==> src/hw/rtl/cpl_pkg.sv <==
// Package for the C punctuator lexer: payload structs, token codes, character
// constants and the classification functions used by the front end.
// No dependencies.
package cpl_pkg;

    localparam int COUNTER_WIDTH = 24;
    localparam int FIELD_WIDTH   = 24;
    localparam int QDEPTH        = 4;
    localparam int QAW           = $clog2(QDEPTH);
    localparam logic [QAW:0] QCOUNT_FULL = QDEPTH[QAW:0];

    localparam logic [COUNTER_WIDTH-1:0] CNT_MAX = {COUNTER_WIDTH{1'b1}};
    localparam logic [COUNTER_WIDTH-1:0] CNT_ONE = COUNTER_WIDTH'(1);

    localparam logic [7:0] CH_NL    = 8'h0A;
    localparam logic [7:0] CH_TAB   = 8'h09;
    localparam logic [7:0] CH_SP    = 8'h20;
    localparam logic [7:0] CH_EQ    = "=";
    localparam logic [7:0] CH_DOT   = ".";
    localparam logic [7:0] CH_SLASH = "/";
    localparam logic [7:0] CH_LT    = "<";
    localparam logic [7:0] CH_GT    = ">";

    typedef enum logic [5:0] {
        K_LBRACK, K_RBRACK, K_LPAREN, K_RPAREN, K_LBRACE, K_RBRACE,
        K_ELLIPSIS, K_DOT, K_ARROW, K_DEC, K_SUB_EQ, K_SUB,
        K_INC, K_ADD_EQ, K_ADD, K_LAND, K_AND_EQ, K_AND,
        K_MUL_EQ, K_MUL, K_TILDE, K_NE, K_NOT, K_DIV_EQ,
        K_DIV, K_MOD_EQ, K_MOD, K_SHL_EQ, K_SHL, K_LE,
        K_LT, K_SHR_EQ, K_SHR, K_GE, K_GT, K_EQEQ,
        K_ASSIGN, K_XOR_EQ, K_XOR, K_LOR, K_OR_EQ, K_OR,
        K_QUEST, K_COLON, K_SEMI, K_COMMA
    } t_kind;

    typedef struct packed {
        logic [7:0] char_byte;
        logic       end_of_source;
    } t_in;

    typedef struct packed {
        logic [5:0]             token_kind;
        logic                   is_error;
        logic [FIELD_WIDTH-1:0] line_number;
        logic [FIELD_WIDTH-1:0] byte_offset;
        logic                   last_of_run;
    } t_out;

    typedef struct packed {
        logic  hit;
        t_kind kind;
    } t_lookup;

    typedef struct packed {
        t_kind kind;
        logic  err;
    } t_res;

    // All results of one source byte; they share one line and one offset.
    typedef struct packed {
        logic [1:0]             cnt;
        logic [FIELD_WIDTH-1:0] line;
        logic [FIELD_WIDTH-1:0] off;
        t_res [2:0]             res;
    } t_bundle;

    function automatic logic [COUNTER_WIDTH-1:0] sat_inc(input logic [COUNTER_WIDTH-1:0] v);
        return (v == CNT_MAX) ? v : v + CNT_ONE;
    endfunction

    function automatic logic [FIELD_WIDTH-1:0] to_field(input logic [COUNTER_WIDTH-1:0] v);
        logic [31:0] w;
        w = 32'(v);
        return w[FIELD_WIDTH-1:0];
    endfunction

    function automatic t_lookup lone_kind(input logic [7:0] c);
        t_lookup r;
        r.hit = 1'b1;
        case (c)
            "[":     r.kind = K_LBRACK;
            "]":     r.kind = K_RBRACK;
            "(":     r.kind = K_LPAREN;
            ")":     r.kind = K_RPAREN;
            "{":     r.kind = K_LBRACE;
            "}":     r.kind = K_RBRACE;
            "~":     r.kind = K_TILDE;
            "?":     r.kind = K_QUEST;
            ":":     r.kind = K_COLON;
            ";":     r.kind = K_SEMI;
            ",":     r.kind = K_COMMA;
            default: begin
                r.hit  = 1'b0;
                r.kind = K_LBRACK;
            end
        endcase
        return r;
    endfunction

    function automatic t_lookup short_kind(input logic [7:0] c);
        t_lookup r;
        r.hit = 1'b1;
        case (c)
            ".":     r.kind = K_DOT;
            "-":     r.kind = K_SUB;
            "+":     r.kind = K_ADD;
            "&":     r.kind = K_AND;
            "*":     r.kind = K_MUL;
            "!":     r.kind = K_NOT;
            "/":     r.kind = K_DIV;
            "%":     r.kind = K_MOD;
            "<":     r.kind = K_LT;
            ">":     r.kind = K_GT;
            "=":     r.kind = K_ASSIGN;
            "^":     r.kind = K_XOR;
            "|":     r.kind = K_OR;
            default: begin
                r.hit  = 1'b0;
                r.kind = K_LBRACK;
            end
        endcase
        return r;
    endfunction

    function automatic t_lookup pair_kind(input logic [7:0] a, input logic [7:0] c);
        t_lookup r;
        r.hit  = 1'b1;
        r.kind = K_LBRACK;
        case (a)
            "-": begin
                if (c == ">") r.kind = K_ARROW;
                else if (c == "-") r.kind = K_DEC;
                else if (c == CH_EQ) r.kind = K_SUB_EQ;
                else r.hit = 1'b0;
            end
            "+": begin
                if (c == "+") r.kind = K_INC;
                else if (c == CH_EQ) r.kind = K_ADD_EQ;
                else r.hit = 1'b0;
            end
            "&": begin
                if (c == "&") r.kind = K_LAND;
                else if (c == CH_EQ) r.kind = K_AND_EQ;
                else r.hit = 1'b0;
            end
            "|": begin
                if (c == "|") r.kind = K_LOR;
                else if (c == CH_EQ) r.kind = K_OR_EQ;
                else r.hit = 1'b0;
            end
            "*": begin r.kind = K_MUL_EQ; r.hit = (c == CH_EQ); end
            "!": begin r.kind = K_NE;     r.hit = (c == CH_EQ); end
            "/": begin r.kind = K_DIV_EQ; r.hit = (c == CH_EQ); end
            "%": begin r.kind = K_MOD_EQ; r.hit = (c == CH_EQ); end
            "<": begin r.kind = K_LE;     r.hit = (c == CH_EQ); end
            ">": begin r.kind = K_GE;     r.hit = (c == CH_EQ); end
            "=": begin r.kind = K_EQEQ;   r.hit = (c == CH_EQ); end
            "^": begin r.kind = K_XOR_EQ; r.hit = (c == CH_EQ); end
            default: r.hit = 1'b0;
        endcase
        return r;
    endfunction

endpackage

==> src/hw/rtl/cpl_front.sv <==
// Front end of the C punctuator lexer: takes one byte per transfer, keeps the
// lookahead, comment flag and counters, and pushes a result bundle for each byte that yields results.
// Depends on cpl_pkg.
module cpl_front (
    input  logic            i_clk,
    input  logic            i_rst_n,
    input  logic            i_accept,
    input  cpl_pkg::t_in    i_in,
    output logic            o_q_push,
    output cpl_pkg::t_bundle o_bundle
);
    import cpl_pkg::*;

    logic [1:0]               r_cnt, n_cnt;
    logic [7:0]               r_p0, n_p0;
    logic                     r_com, n_com;
    logic [COUNTER_WIDTH-1:0] r_line, n_line;
    logic [COUNTER_WIDTH-1:0] r_off, n_off;
    t_bundle                  bnd;

    function automatic t_bundle add_res(input t_bundle b, input t_kind k, input logic e);
        t_bundle r;
        r = b;
        case (b.cnt)
            2'd0: begin r.res[0].kind = k; r.res[0].err = e; end
            2'd1: begin r.res[1].kind = k; r.res[1].err = e; end
            2'd2: begin r.res[2].kind = k; r.res[2].err = e; end
            default: ;
        endcase
        if (b.cnt != 2'd3) begin
            r.cnt = b.cnt + 2'd1;
        end
        return r;
    endfunction

    function automatic t_bundle add_held(input t_bundle b, input logic [7:0] p);
        t_bundle r;
        r = b;
        if (p == CH_DOT) begin
            r = add_res(r, K_DOT, 1'b0);
            r = add_res(r, K_DOT, 1'b0);
        end else if (p == CH_LT) begin
            r = add_res(r, K_SHL, 1'b0);
        end else begin
            r = add_res(r, K_SHR, 1'b0);
        end
        return r;
    endfunction

    always_comb begin
        logic    cont;
        logic    line_inc;
        logic [7:0] c;
        t_lookup pk;
        t_lookup sk;
        t_lookup lk;

        c        = i_in.char_byte;
        cont     = 1'b1;
        line_inc = 1'b0;
        n_cnt    = r_cnt;
        n_p0     = r_p0;
        n_com    = r_com;
        pk       = pair_kind(r_p0, c);
        sk       = short_kind(c);
        lk       = lone_kind(c);
        bnd      = '0;
        bnd.line = to_field(r_line);

        if (r_com) begin
            cont = 1'b0;
            if (c == CH_NL) begin
                n_com    = 1'b0;
                line_inc = 1'b1;
            end
        end else if (r_cnt == 2'd2) begin
            n_cnt = 2'd0;
            if (r_p0 == CH_DOT && c == CH_DOT) begin
                bnd  = add_res(bnd, K_ELLIPSIS, 1'b0);
                cont = 1'b0;
            end else if (r_p0 == CH_LT && c == CH_EQ) begin
                bnd  = add_res(bnd, K_SHL_EQ, 1'b0);
                cont = 1'b0;
            end else if (r_p0 == CH_GT && c == CH_EQ) begin
                bnd  = add_res(bnd, K_SHR_EQ, 1'b0);
                cont = 1'b0;
            end else begin
                bnd = add_held(bnd, r_p0);
            end
        end else if (r_cnt == 2'd1) begin
            n_cnt = 2'd0;
            if (c == r_p0 && (r_p0 == CH_DOT || r_p0 == CH_LT || r_p0 == CH_GT)) begin
                n_cnt = 2'd2;
                cont  = 1'b0;
            end else if (r_p0 == CH_SLASH && c == CH_SLASH) begin
                n_com = 1'b1;
                cont  = 1'b0;
            end else if (pk.hit) begin
                bnd  = add_res(bnd, pk.kind, 1'b0);
                cont = 1'b0;
            end else begin
                bnd = add_res(bnd, short_kind(r_p0).kind, 1'b0);
            end
        end else begin
            n_cnt = 2'd0;
        end

        if (cont) begin
            if (c == CH_SP || c == CH_TAB) begin
                line_inc = 1'b0;
            end else if (c == CH_NL) begin
                line_inc = 1'b1;
            end else if (sk.hit) begin
                n_p0  = c;
                n_cnt = 2'd1;
            end else if (lk.hit) begin
                bnd = add_res(bnd, lk.kind, 1'b0);
            end else begin
                // Unknown character: the kind field reads as code zero.
                bnd     = add_res(bnd, K_LBRACK, 1'b1);
                bnd.off = to_field(r_off);
            end
        end

        n_line = line_inc ? sat_inc(r_line) : r_line;
        n_off  = sat_inc(r_off);

        if (i_in.end_of_source) begin
            if (n_cnt == 2'd2) begin
                bnd = add_held(bnd, n_p0);
            end else if (n_cnt == 2'd1) begin
                bnd = add_res(bnd, short_kind(n_p0).kind, 1'b0);
            end
            n_cnt  = 2'd0;
            n_com  = 1'b0;
            n_line = CNT_ONE;
            n_off  = '0;
        end
    end

    assign o_bundle = bnd;
    assign o_q_push = i_accept && (bnd.cnt != 2'd0);

    always_ff @(posedge i_clk) begin
        if (!i_rst_n) begin
            r_cnt  <= 2'd0;
            r_com  <= 1'b0;
            r_line <= CNT_ONE;
            r_off  <= '0;
        end else if (i_accept) begin
            r_cnt  <= n_cnt;
            r_com  <= n_com;
            r_line <= n_line;
            r_off  <= n_off;
        end
    end

    always_ff @(posedge i_clk) begin
        if (i_accept) begin
            r_p0 <= n_p0;
        end
    end

endmodule

==> src/hw/rtl/cpl_queue.sv <==
// Short queue of result bundles between the front and back ends of the lexer.
// Depends on cpl_pkg.
module cpl_queue (
    input  logic             i_clk,
    input  logic             i_rst_n,
    input  logic             i_push,
    input  cpl_pkg::t_bundle i_bundle,
    output logic             o_full,
    input  logic             i_pop,
    output cpl_pkg::t_bundle o_bundle,
    output logic             o_empty
);
    import cpl_pkg::*;

    t_bundle        r_mem [QDEPTH];
    logic [QAW-1:0] r_wr;
    logic [QAW-1:0] r_rd;
    logic [QAW:0]   r_count;

    assign o_full   = (r_count == QCOUNT_FULL);
    assign o_empty  = (r_count == '0);
    assign o_bundle = r_mem[r_rd];

    always_ff @(posedge i_clk) begin
        if (!i_rst_n) begin
            r_wr    <= '0;
            r_rd    <= '0;
            r_count <= '0;
        end else begin
            if (i_push) begin
                r_wr <= r_wr + QAW'(1);
            end
            if (i_pop) begin
                r_rd <= r_rd + QAW'(1);
            end
            if (i_push && !i_pop) begin
                r_count <= r_count + (QAW+1)'(1);
            end else if (i_pop && !i_push) begin
                r_count <= r_count - (QAW+1)'(1);
            end
        end
    end

    always_ff @(posedge i_clk) begin
        if (i_push) begin
            r_mem[r_wr] <= i_bundle;
        end
    end

endmodule

==> src/hw/rtl/cpl_back.sv <==
// Back end of the lexer: walks the head bundle one result at a time into the
// output register. Depends on cpl_pkg.
module cpl_back (
    input  logic             i_clk,
    input  logic             i_rst_n,
    input  cpl_pkg::t_bundle i_bundle,
    input  logic             i_q_empty,
    output logic             o_q_pop,
    input  logic             i_pop,
    output logic             o_empty,
    output cpl_pkg::t_out    o_out
);
    import cpl_pkg::*;

    logic       r_valid;
    logic [1:0] r_idx;
    t_out       r_out;
    logic       load;
    logic       last;
    t_res       cur;

    assign load    = !i_q_empty && (!r_valid || i_pop);
    assign last    = (r_idx == i_bundle.cnt - 2'd1);
    assign cur     = i_bundle.res[r_idx];
    assign o_q_pop = load && last;
    assign o_empty = !r_valid;
    assign o_out   = r_out;

    always_ff @(posedge i_clk) begin
        if (!i_rst_n) begin
            r_valid <= 1'b0;
            r_idx   <= 2'd0;
        end else begin
            if (load) begin
                r_valid <= 1'b1;
                r_idx   <= last ? 2'd0 : r_idx + 2'd1;
            end else if (i_pop) begin
                r_valid <= 1'b0;
            end
        end
    end

    // Only an error result carries the byte offset; tokens report zero.
    always_ff @(posedge i_clk) begin
        if (load) begin
            r_out.token_kind  <= cur.kind;
            r_out.is_error    <= cur.err;
            r_out.line_number <= i_bundle.line;
            r_out.byte_offset <= cur.err ? i_bundle.off : '0;
            r_out.last_of_run <= last;
        end
    end

endmodule

==> src/hw/rtl/c_punctuator_lexer.sv <==
// Top level of the C punctuator lexer: front end, bundle queue and back end.
// Depends on cpl_pkg, cpl_front, cpl_queue and cpl_back.
//
//   Channel   Handshake          Payload
//   input     push / full        i_in  (char_byte, end_of_source)
//   result    empty / pop        o_out (token_kind .. last_of_run)
//
// One byte is taken per cycle while the bundle queue has room; each byte yields
// zero to three results, which leave the output register at one per cycle while pop is held.
// A byte's first result passes through the bundle queue and then the output register.
// A stalled result side fills the four-entry queue and then raises full.
// Synchronous active-low reset empties the queue and clears lookahead state.
module c_punctuator_lexer (
    input  logic          i_clk,
    input  logic          i_rst_n,
    input  logic          push,
    output logic          full,
    input  cpl_pkg::t_in  i_in,
    output logic          empty,
    input  logic          pop,
    output cpl_pkg::t_out o_out
);
    import cpl_pkg::*;

    logic    q_push;
    logic    q_full;
    logic    q_pop;
    logic    q_empty;
    t_bundle f_bundle;
    t_bundle q_bundle;
    logic    accept;

    assign full   = q_full;
    assign accept = push && !q_full;

    cpl_front u_front (
        .i_clk    (i_clk),
        .i_rst_n  (i_rst_n),
        .i_accept (accept),
        .i_in     (i_in),
        .o_q_push (q_push),
        .o_bundle (f_bundle)
    );

    cpl_queue u_queue (
        .i_clk    (i_clk),
        .i_rst_n  (i_rst_n),
        .i_push   (q_push),
        .i_bundle (f_bundle),
        .o_full   (q_full),
        .i_pop    (q_pop),
        .o_bundle (q_bundle),
        .o_empty  (q_empty)
    );

    cpl_back u_back (
        .i_clk     (i_clk),
        .i_rst_n   (i_rst_n),
        .i_bundle  (q_bundle),
        .i_q_empty (q_empty),
        .o_q_pop   (q_pop),
        .i_pop     (pop),
        .o_empty   (empty),
        .o_out     (o_out)
    );

`ifndef SYNTHESIS
    a_pop_nonempty: assert property (@(posedge i_clk) disable iff (!i_rst_n)
        q_pop |-> !q_empty)
        else $error("Bundle queue popped while empty.");

    a_push_has_results: assert property (@(posedge i_clk) disable iff (!i_rst_n)
        q_push |-> (f_bundle.cnt != 2'd0))
        else $error("Empty bundle pushed into the queue.");

    a_output_refills: assert property (@(posedge i_clk) disable iff (!i_rst_n)
        (!q_empty && empty) |=> !empty)
        else $error("Output register idle while a bundle waits.");
`endif

endmodule

==> config.mk <==
export PLATFORM = sky130hd
export DESIGN_NAME = c_punctuator_lexer
export DESIGN_NICKNAME = d
export VERILOG_FILES = /design/src/hw/rtl/cpl_pkg.sv /design/src/hw/rtl/cpl_front.sv /design/src/hw/rtl/cpl_queue.sv /design/src/hw/rtl/cpl_back.sv /design/src/hw/rtl/c_punctuator_lexer.sv
export SDC_FILE = /design/constraint.sdc
export NUM_CORES = 1
export LEC_CHECK = 0
export BUFFER_PORTS_ARGS = -buffer_cell sky130_fd_sc_hd__buf_2
export CAP_MARGIN = 20
export CORE_AREA = 4 4 194 196
export CTS_CLUSTER_DIAMETER = 60
export CTS_CLUSTER_SIZE = 24
export DETAILED_ROUTE_END_ITERATION = 6
export DIE_AREA = 0 0 198 200
export PLACE_DENSITY_LB_ADDON = 0.08
export SLEW_MARGIN = 20
export SYNTH_ARGS = -nofsm -noshare
export SYNTH_HDL_FRONTEND = slang
export SYNTH_HIERARCHICAL = 1
export SYNTH_SLANG_ARGS = --single-unit
==> constraint.sdc <==
create_clock -name i_clk -period 5.18 [get_ports i_clk]
set_clock_uncertainty 0.05 [all_clocks]
set_input_delay 1.036 -clock i_clk [delete_from_list [all_inputs] [get_ports i_clk]]
set_output_delay 1.036 -clock i_clk [all_outputs]
set_load 0.05 [all_outputs]
# Word level (Yosys, flattened, before mapping)
# Memory sizes are Yosys's and may differ from the RTL's. A register that Yosys moved wholly into a read port is not among the register bits.
# Cells that the tools add are included.
# totals
register_bits	125
romBits	0
output_inout_bits	58
latchBits	0
n_memories	1
inputBits	13
ramBits	284
elab_cells	267
# mem_list
memory	words	word_bits	rd	rd_clocked_by_memory_dff	wr	line	source
u_queue.r_mem	4	71	1	1	1	cpl_queue.sv:15	t_bundle r_mem [QDEPTH];
# op_classes
muxes	129
n_shift	0
bitwise_logic	0
magnitude_cmp	1
div_mod_pow	0
n_reduce_logical	33
addsub	12
eq_ne	76
mul	0
# ops
operator	n
two-way mux 71 bit	16
== test 8 x 6 -> 1 bit (second input constant)	40
two-way mux 7 bit	24
case mux 6 bit (13 select lines)	2
two-way mux 24 bit	5
== test 8 x 7 -> 1 bit (second input constant)	11
case mux 6 bit (12 select lines)	1
two-way mux 70 bit	1
case mux 6 bit (10 select lines)	1
two-way mux 2 bit	25
adder 24 x 1 -> 24 bit (second input constant)	2
== test 24 bit (second input constant)	2
two-way mux 45 bit	1
two-way mux 6 bit	6
two-way mux 1 bit	33
two-way mux 8 bit	4
two-way mux 21 bit	1
== test 8 x 4 -> 1 bit (second input constant)	2
two-way mux 4 bit	4
adder 2 x 1 -> 2 bit (second input constant)	7
binary-select mux 7 bit (select 2 bit)	1
OR reduction 13 bit	1
== test 2 x 1 -> 1 bit (second input constant)	6
== test 2 bit (second input constant)	6
other kinds (21)	49

# Longest topological paths before layout
# logic_depth
word_depth	38
ltp_mapped	17
depth_no_buf	15

# Hierarchy
# Netlist, hierarchy kept.
# modules_own_cells
module	area_each_um2	cells_each	seq_area_each_um2	n_inst
cpl_queue	10766.6	414	8708.4	1
cpl_front	4802.1	654	1261.2	1
cpl_back	2192.1	128	1741.7	1
c_punctuator_lexer	13.8	1	0.0	1

# Worst setup path before layout
# Ideal clock, no wire load.
# synth_path
path_kind	input-to-reg
from	input port i_in[5] (netlist name)
to	memory u_queue/r_mem[0][0] (netlist name) (enable)
t_required_ps	4693
path_stages	11
setup_slack_ps	-423
arrival_time_ps	5117
setup_time_ps	437
n_path_buf	1
path_cell_list	buf_2 -> nor4b_2 -> nand2_1 -> a2111oi_0 -> a311oi_1 -> nor2b_1 -> nand2_2 -> a21oi_2 -> a221o_1 -> o41a_1 -> and2_1
# synth_rtl
item	line	source
start, declared	c_punctuator_lexer.sv:18	input cpl_pkg::t_in i_in,
end, declared	cpl_queue.sv:15	

==> results.md <==
- First-pass GRT wire length: 58,800 um
- CTS tree: built
- CP required: 5.62 ns
- Fin. Hold Viols: 0
- CTS Buf Count: 30
- Clock Power Share: 25.6%
- PwrDens: 479 nW/um2
- Outcome: completed
- Setup CP Type: reg2reg
- Max incr delay on CP: 0.67 ns
- Pwr Total: 9.50 mW
- Net Sw Frac: 33.4%
- Relative slew slack: 27.5%
- RD Place Congestion: 0.921
- Fin Hold WS: 0.463 ns
- Sequential power share: 47.2%
- Period utilization: 89.3%
- Final TNS setup: 0 ns
- FF-to-FF path depth: 14
- Largest fanout on the critical path: 13
- Crit path capture type: flip-flop
- Dpl hpwl: 23,800 um
- Yosys reg bits: 411
- DRT Pass-1 Iters: 5
- GRT Overall Usage: 18.8%
- Vias in the first global route: 10,200
- CP Launch Type: flip-flop
- Aggregate global routing overflow: 0
- Asr flop ratio synth: 0%
- Die H: 200 um
- Tmin final: 4.63 ns
- Number of synthesized flops with an enable pin: 348
- R2R Setup Slk: 0.55 ns
- Post-CTS setup buffers: 0
- Hold-fix buffers at CTS: 0
- Total number of vias: 10,100
- Post-DRT Antenna Nets: 0
- Sw power: 3.17 mW
- Share of cells above drive strength 1: 20.2%
- Post-synthesis to final-layout area growth: 11.6%
- Vias/cell: 5.71
- Cells after synthesis: 1,197
- Maximum VDD drop: 0.579 mV
- Hold Path Class: reg2reg
- Largest net degree at the start of global routing: 72
- Finish-stage setup viols: 0
- Hold EP: u_queue/r_count[2]
- Clock-pin slew on the worst setup and hold paths: 0.08 ns
- Core area: 36,100 um2
- Finished Layout Cells: 1,774
- Combinational Power Share: 27.2%
- Post-synth cell types: 85
- Hold Path Stages: 2
- Most frequent cells in the layout: edfxtp_1, nor2_1, buf_2, mux4_2, dfxtp_1
- YS warnings: 6
- Die area: 39,600 um2
- Slew Viols, Final: 0
- Leak Pwr: 6.62 nW
- Reg2reg end: u_queue/r_count[2]
- Top Ports: 71
- Reg2reg start: u_front/r_p0[4]
- WL per Instance: 20.7 um
- Hold_sp: u_queue/r_count[2]
- Worst EP arrival: 5.07 ns
- Internal power: 6.33 mW
- RSZ-0062 raised after global routing: false
- Initial Util: 49.3%
- Setup crit start: u_front/r_p0[4]
- # nets final: 1,303
- Syn nets: 1,218
- Slew @ Worst Pin: 1.09 ns
- Post-CTS sizing: 0
- Die width: 198 um
- Pre-CTS setup slack: 0.229 ns
- Max-Cap Viols: 0
- Clk Latency, worst-skew pair: 0.58 ns
- WL final: 36,700 um
- # clock sinks: 411
- Port buffer count: 70
- Most common cell after layout, fill and taps aside: edfxtp_1
- Antenna violations before repair: 1
- Root buffer cell: clkbuf_16
- Register area share after synthesis: 65.9%
- FP Rows: 70
- Initial DRC count: 696
- Mapped Avg Cell Area: 14.8 um2
- Slowest library cell on the worst path: or4b_4
- Top_reg_cell synth: edfxtp_1
- Drt drc: 0
- Post-Synthesis Cell Area: 17,800 um2
- Highest Clock Rate: 216 MHz
- Crit-path cells: or4b_4 > or3_4 > a2111o_1 > nor3_2 > a21oi_2 > a31o_1 > a221o_1 > o41a_1 > ha_1 > inv_1 > fa_1 > xor2_1 > or3_1 > a21boi_0
- H-tree levels: 1
- CTS Buffer Depth: 3
- Min setup slack post-route: 0.554 ns
- Placed Cells: 1,718
-- cell type report --
| type | instances | area [um2] |
|---|---|---|
| Fill cell | 2951 | 16300 |
| Timing Repair Buffer | 113 | 764 |
| Inverter | 21 | 78.8 |
| Tap cell | 468 | 586 |
| Sequential cell | 411 | 11700 |
| Multi-Input combinational cell | 705 | 5630 |
| Antenna cell | 1 | 2.50 |
| Clock inverter | 23 | 287 |
| Clock buffer | 32 | 758 |
-- sequential cells by signal, summed over array words and instances (netlist names), named ones only --
signal	count
u_queue/r_mem	284
u_front/r_line	24
u_back/r_idx	2
u_queue/r_rd	2
u_front/r_cnt	2
u_front/r_off	24
u_back/r_valid	1
u_queue/r_count	3
u_front/r_com	1
u_front/r_p0	8
u_queue/r_wr	2
u_back/o_out	56
-- power by group through the flow --
| stage | registers [mW] | clock network [mW] | logic [mW] |
|---|---|---|---|
| final | 4.48 | 2.43 | 2.59 |
| after global routing | 4.55 | 2.66 | 2.78 |
| after CTS | 4.49 | 2.51 | 2.63 |
| after detailed placement | 4.57 | 0 | 2.63 |
| after global placement | 4.56 | 0 | 2.62 |
| after floorplan | 5.28 | 0 | 1.33 |
-- metal layers --
metal	global-route usage (%)	vias to the layer above	part of all wire, %
met5	0	-	0
met2	32.2	228	50
met1	26.1	5052	45
li1	-	4798	-
met4	4.72	0	2.1
met3	2.28	47	3.9
-- how the worst max path moves through the flow --
stage                                     to  slack [ns]
final                     u_queue/r_count[2]        0.55
after CTS                 u_queue/r_count[2]        0.53
after floorplan           u_queue/r_count[2]        0.16
after detailed placement  u_queue/r_count[2]        0.23
after global routing      u_queue/r_count[2]        0.33
after global placement    u_queue/r_count[2]        0.22
-- stage by stage --
| step | cell area (um2) | util (%) |
|---|---|---|
| final | 19800 | 55.0 |
| after CTS | 19800 | 54.9 |
| after floorplan | 17800 | - |
| after global placement | 18800 | 52.0 |
| after global routing | 19800 | 55.0 |
| after detailed placement | 18800 | 52.0 |
-- cells in the mapped netlist, types with 23 or more instances --
cell type | count | area [um2]
and2_1 | 64 | 400
nor2_1 | 77 | 289
a21oi_1 | 31 | 155
clkbuf_1 | 29 | 109
xor2_1 | 31 | 272
dfxtp_1 | 63 | 1260
xnor2_1 | 23 | 201
edfxtp_1 | 348 | 10500
mux4_2 | 70 | 1580
o21ai_0 | 48 | 240
nand2_1 | 60 | 225
nand3_1 | 35 | 175
-- worst max-delay path, delay by kind of cell (launching register included) --
kind	cells	cell delay, ns
and+or+nand+nor	4	1.63
xor gates and xnor gates	1	0.07
buffers and inverters	1	0.07
adders and majority gates	2	0.41
AOI/OAI and AO/OA	6	1.83
DFF	1	0.50
-- cells by family after synthesis --
family / count (synthesis) / synth area share, %
adder cells (fa/ha/maj): 8 / 0.605
AND/OR/NAND/NOR: 391 / 12.0
AO/OA/AOI/OAI: 159 / 6.02
buffers and inverters: 81 / 2.58
multiplexers: 93 / 10.3
XOR/XNOR: 54 / 2.66
flip-flops: 411 / 65.9
Power figures use the tool's default switching activity.
